<file path="src/sv/dta_pkg.sv">
// ---------------------------------------------------------------------------
// dta_pkg
// Shared types and constants for the detection/track association.
// ---------------------------------------------------------------------------
package dta_pkg;

    localparam int MaxTracks = 32;
    localparam int IdxW      = $clog2(MaxTracks);
    localparam int CntW      = $clog2(MaxTracks + 1);
    localparam int AddrW     = IdxW + 1;
    localparam int DepthW    = 2 * MaxTracks;
    // box word: left, top, right, bottom (14 bits each) and identifier
    localparam int EntryW    = 4 * 14 + 16;

    localparam logic [1:0] CfgMinSize = 2'd0;
    localparam logic [1:0] CfgAspect  = 2'd1;
    localparam logic [1:0] CfgOverlap = 2'd2;

    localparam logic [11:0] DefaultMinSize = 12'd20;

    // classified item travelling from front to back
    typedef struct packed {
        logic              eof;
        logic              valid_box;
        logic signed [13:0] left;
        logic signed [13:0] top;
        logic signed [13:0] right;
        logic signed [13:0] bottom;
    } dta_cmd_t;

    typedef struct packed {
        logic               accepted;
        logic               matched;
        logic signed [15:0] track_id;
        logic signed [13:0] left;
        logic signed [13:0] top;
        logic signed [13:0] right;
        logic signed [13:0] bottom;
        logic [5:0]         fill_count;
        logic [31:0]        frame_number;
        logic               frame_done;
    } dta_res_t;

    typedef enum logic [3:0] {
        ST_IDLE, ST_RD, ST_SCAN, ST_RDBEST, ST_AREA, ST_MUL, ST_CMP,
        ST_RDTAIL, ST_MOVE, ST_WRITE, ST_OUT
    } dta_state_t;

endpackage

</file>
<file path="src/sv/dta_front.sv">
// ---------------------------------------------------------------------------
// dta_front
// Accepts items, checks box size and shape, forms corners, queues commands.
// ---------------------------------------------------------------------------
module dta_front (
    input  logic                 aclk,
    input  logic                 aresetn,
    input  logic                 in_valid,
    output logic                 in_ready,
    input  logic                 in_eof,
    input  logic signed [12:0]   in_x,
    input  logic signed [12:0]   in_y,
    input  logic [11:0]          in_w,
    input  logic [11:0]          in_h,
    input  logic [11:0]          min_size,
    input  logic [10:0]          aspect_limit,
    output logic                 cmd_valid,
    input  logic                 cmd_ready,
    output dta_pkg::dta_cmd_t    cmd
);
    import dta_pkg::*;

    // two-entry queue towards the back part
    dta_cmd_t        q_reg [2];
    logic [1:0]      q_cnt_reg, q_cnt_next;
    logic            q_rd_reg, q_rd_next;
    logic [CntW-1:0] seen_reg, seen_next;
    dta_cmd_t        new_cmd;
    logic [11:0]     minsz, diff, longer;
    logic [22:0]     lhs, rhs;
    logic            take, give;

    assign in_ready  = (q_cnt_reg != 2'd2);
    assign take      = in_valid && in_ready;
    assign cmd_valid = (q_cnt_reg != 2'd0);
    assign give      = cmd_valid && cmd_ready;
    assign cmd       = q_reg[q_rd_reg];

    // classification
    always_comb begin
        minsz  = (min_size == 12'd0) ? DefaultMinSize : min_size;
        diff   = (in_w > in_h) ? in_w - in_h : in_h - in_w;
        longer = (in_w > in_h) ? in_w : in_h;
        lhs    = {1'b0, diff, 10'd0};
        rhs    = 23'(aspect_limit) * 23'(longer);
        new_cmd.eof       = in_eof;
        new_cmd.valid_box = !in_eof && (seen_reg < CntW'(MaxTracks)) &&
                            (in_w >= minsz) && (in_h >= minsz) && (lhs < rhs);
        new_cmd.left   = 14'(in_x);
        new_cmd.top    = 14'(in_y);
        new_cmd.right  = 14'(in_x) + 14'(in_w) - 14'sd1;
        new_cmd.bottom = 14'(in_y) + 14'(in_h) - 14'sd1;
        if (in_eof) begin
            seen_next = '0;
        end else if (seen_reg < CntW'(MaxTracks)) begin
            seen_next = seen_reg + 1'b1;
        end else begin
            seen_next = seen_reg;
        end
        q_cnt_next = q_cnt_reg + 2'(take) - 2'(give);
        q_rd_next  = q_rd_reg ^ give;
    end

    // queue payload
    always_ff @(posedge aclk) begin
        if (take) begin
            q_reg[q_rd_reg ^ q_cnt_reg[0]] <= new_cmd;
        end
    end

    // queue control and detection count
    always_ff @(posedge aclk) begin
        if (!aresetn) begin
            q_cnt_reg <= '0;
            q_rd_reg  <= 1'b0;
            seen_reg  <= '0;
        end else begin
            q_cnt_reg <= q_cnt_next;
            q_rd_reg  <= q_rd_next;
            if (take) begin
                seen_reg <= seen_next;
            end
        end
    end

    a_cnt_range: assert property (@(posedge aclk) disable iff (!aresetn)
        q_cnt_reg != 2'd3) else $error("queue count out of range");
    a_full_stall: assert property (@(posedge aclk) disable iff (!aresetn)
        q_cnt_reg == 2'd2 |-> !in_ready) else $error("full queue accepts");
    a_seen_max: assert property (@(posedge aclk) disable iff (!aresetn)
        seen_reg <= CntW'(MaxTracks)) else $error("detection count overflow");
endmodule

</file>
<file path="config.mk">
export PLATFORM = sky130hd
export DESIGN_NAME = dta_front
export DESIGN_NICKNAME = d
export VERILOG_FILES = /design/src/sv/dta_pkg.sv /design/src/sv/dta_front.sv
export SDC_FILE = /design/constraint.sdc
export NUM_CORES = 1
export LEC_CHECK = 0
export ABC_AREA = 1
export BUFFER_PORTS_ARGS = -buffer_cell sky130_fd_sc_hd__buf_4
export CAP_MARGIN = 20
export CORE_ASPECT_RATIO = 2
export CORE_MARGIN = 1.5
export CORE_UTILIZATION = 30
export DETAILED_ROUTE_END_ITERATION = 8
export PLACE_DENSITY = 0.45
export RECOVER_POWER = 25
export SLEW_MARGIN = 20
export SYNTH_ARGS = -nofsm -noshare
export SYNTH_HDL_FRONTEND = slang
export SYNTH_SLANG_ARGS = --single-unit
</file>
<file path="constraint.sdc">
create_clock -name aclk -period 7 [get_ports aclk]
set_clock_uncertainty 0.2 [all_clocks]
set_input_delay 0.7 -clock aclk [delete_from_list [all_inputs] [get_ports aclk]]
set_output_delay 0.7 -clock aclk [all_outputs]
set_load 0.03 [all_outputs]
</file>
==> flow_metrics.tcl <==
set metrics [dict create \
    status "finished, violations left" \
    violations "negative setup slack" \
    worstSetupEndpointType "flop" \
    tritoncts "yes" \
    cts.sinks 122 \
    grt_start_max_net_pins 57 \
    synth_edf_count 112 \
    nets 2158 \
    synth_compound_area_share_pct 7.10 \
    async_flop_share_pct 0 \
    place_hpwl_um 36000 \
    ys_seq_area_share_pct 27.9 \
    synth_mux_area_share_pct 4.94 \
    ys_seq_elements 122 \
    yosysUniqueCellTypes 44 \
    reg2reg_from "q_cnt_reg[0]" \
    synth_cells 1455 \
    clk_pin_slew_ns 0.06 \
    rows 106 \
    firstDrtPassIters 4 \
    synth-simple-area-share_pct 14.8 \
    setup_viol 2 \
    syn_nets 1797 \
    grt-ovfl-total 0 \
    root_buffer "clkbuf_16" \
    cp_slowest_cell "fa_1" \
    grt_use_total_pct 19.7 \
    cts_max_level 4 \
    critPathRequiredTime_ns 6.99 \
    coreArea_mm2 0.0419 \
    grt_pass1_wl_um 64100 \
    clockBufferDepth 2 \
    worstHoldStart "q_cnt_reg[1]" \
    antenna_found_initial 0 \
    area_growth_pct 37.4 \
    synth-xor-area-share_pct 3.22 \
    synth_area_leaders "edfxtp_1 26%, ha_1 17%, fa_1 15%" \
    synth_top_area_cell "edfxtp_1" \
    yosysWarningCount 0 \
    finalHoldViolations 0 \
    cts_buffers 17 \
    r2r_cells 5 \
    clkLatencyLatePin_ns 0.42 \
    fin_crit_sh_pct 105 \
    slew_headroom_pct 39.3 \
    drt_iter0_drc 199 \
    netlist_area_mm2 0.0128 \
    drive_gt1_share_pct 33.0 \
    worst_path_most_repeated_cell "buf_4" \
    die_h_um 295 \
    critPathLaunchType "input port" \
    cp.arrival_ns 7.32 \
    routed_via_density 4.62 \
    synth_top_area_share_pct 26.3 \
    worst_pin_slew_ns 0.901 \
    fin_area_mm2 0.0175 \
    layout_min_cycle_time_ns 7.33 \
    io_buffers 137 \
    io_pins 138 \
    ys.flop_type "edfxtp_1" \
    postSynthAreaPerCell_um2 8.77 \
    antenna_cells_inserted 0 \
    placed_cell_area_mm2 0.0160 \
    start_util_pct 30.5 \
    r2r_setup_slack_ns 4.86 \
    drc_errors 0 \
    hp-class "flop to flop" \
    drt-wirelength-per-cell_um 17.9 \
    maxSlewViolCount 0 \
    rsz0062_at_grt "yes" \
    route.vias.total 10900 \
    holdPathStages 1 \
    die_area_mm2 0.0439 \
    dieWidth_um 149 \
    holdPathEnd "q_cnt_reg[1]" \
    reg2reg_to "q_reg[1][46]" \
    largest_reg_flops 112 \
    first_global_vias 12000 \
    worst-setup-path-type "input port to flop" \
    max_freq_ghz 0.136 \
    antenna_left 0 \
    gp_congestion 0.907 \
    synth_top_family_by_area "adder cells" \
    drt-total-wl_um 42300 \
    crit_fanout 5 \
    cap_violations 0 \
    synth_fa_ha_area_share_pct 31.3 \
    worst_slack_ns -0.328 \
    slowest_delay_ns 0.55 \
]
cells in the mapped netlist, types with 2 or more instances:
cell and number:
inv_1 327, buf_2 2, o21ai_1 2, buf_1 2, nand2_2 2, a31oi_1 5, o21bai_1 5, ha_1 171
o21ai_4 4, o31ai_1 2, o21ai_0 29, nor3_1 12, dfxtp_1 10, o21a_1 3, or2_2 2, nor2_1 125
o21ai_2 8, a21oi_1 81, a21o_1 4, nand2_1 250, buf_6 2, inv_2 5, edfxtp_1 112, nand4_1 13
buf_4 5, nand3_1 41, xnor2_1 20, fa_1 93, nor3b_1 2, clkbuf_1 9, o211ai_1 2, nor4_1 3
nand3b_1 4, nor2_2 2, xor2_1 27, o2111ai_1 5, mux2_2 56, clkinv_1 2
what timing repair did:
| action | 4_1_cts | 5_1_grt |
|---|---|---|
| buffers inserted | 28 | 16 |
| gates cloned | 2 | 0 |
| endpoints found under the setup margin | 2 | 2 |
| hold buffers | 0 | 0 |
| pin swaps | 59 | 54 |
| hold endpoints to repair | 0 | 0 |
| resized for setup | 93 | 73 |
how the worst max path moves through the flow:
stage / start / to / slack (ns) / cells after the start
3_5_place_dp: in_w[3] / q_reg[0][56] / -1.25 / 41
6_report: in_w[0] / q_reg[0][56] / -0.33 / 45
3_3_place_gp: in_w[3] / q_reg[0][56] / -1.28 / 38
2_1_floorplan: in_w[0] / q_reg[0][56] / -0.11 / 43
5_1_grt: in_w[6] / q_reg[0][56] / -0.63 / 45
4_1_cts: in_w[0] / q_reg[0][56] / -0.37 / 44
final cells by class:
| type | instances | area, um^2 |
|---|---|---|
| clock buffer | 17 | 425 |
| clock inverter | 14 | 194 |
| fill | 4286 | 24400 |
| inverter | 334 | 1290 |
| multi-input combinational | 980 | 8660 |
| sequential | 122 | 3560 |
| tap | 540 | 676 |
| timing repair buffer | 361 | 2730 |
logic make-up (layout without fill, tap and decap cells):
| logic type | after synthesis | count (layout) |
|---|---|---|
| compound gates | 152 | 152 |
| simple gates | 460 | 461 |
| mux | 56 | 56 |
| fa+ha+maj | 264 | 264 |
| flops | 122 | 122 |
| xor+xnor | 47 | 47 |
| buf+inv | 354 | 726 |
worst max-delay path: cells and delay by family:
family | cells | cell delay [ns]
simple gates | 15 | 1.33
buf+inv | 20 | 1.84
fa+ha+maj | 8 | 3.22
compound gates | 2 | 0.21
stage by stage:
stage	instances	hold slack [ns]	setup WS, ns	utilization (%)	setup TNS (ns)
floorplan	1455	0.236	-0.110	-	-0.220
global placement	2294	0.266	-1.28	38.1	-2.56
detailed placement	2294	0.284	-1.25	38.1	-2.49
CTS	2354	0.248	-0.365	41.2	-0.730
global route	2368	0.304	-0.631	41.8	-1.26
finish	2368	0.299	-0.328	41.8	-0.655
metal layers:
metal	GRT usage, %	up-vias	wire [um]
li1	-	5377	-
met1	16.2	5256	12900
met2	42.3	222	25600
met3	1.78	93	1130
met4	12.6	0	2680
met5	0	-	0
cell usage in the layout (no fill, tap or decap), types with 5 or more instances in the layout:
cell type	synthesis	layout
a21oi_1	81	71
a21oi_2	0	7
buf_12	0	6
buf_4	5	310
buf_6	2	14
clkbuf_1	9	30
clkbuf_16	0	17
dfxtp_1	10	9
edfxtp_1	112	112
fa_1	93	86
fa_2	0	7
ha_1	171	146
ha_4	0	23
inv_1	327	297
inv_2	5	28
inv_6	0	5
mux2_2	56	56
nand2_1	250	195
nand2_2	2	48
nand2_4	1	10
nand3_1	41	36
nand4_1	13	13
nor2_1	125	108
nor2_2	2	11
nor2_4	0	8
nor3_1	12	9
o2111ai_1	5	5
o21ai_0	29	28
o21ai_4	4	11
xnor2_1	20	19
xor2_1	27	26
Power is not shown: default switching activity piles up to over one toggle a cycle in this logic, so the estimate is an artifact.
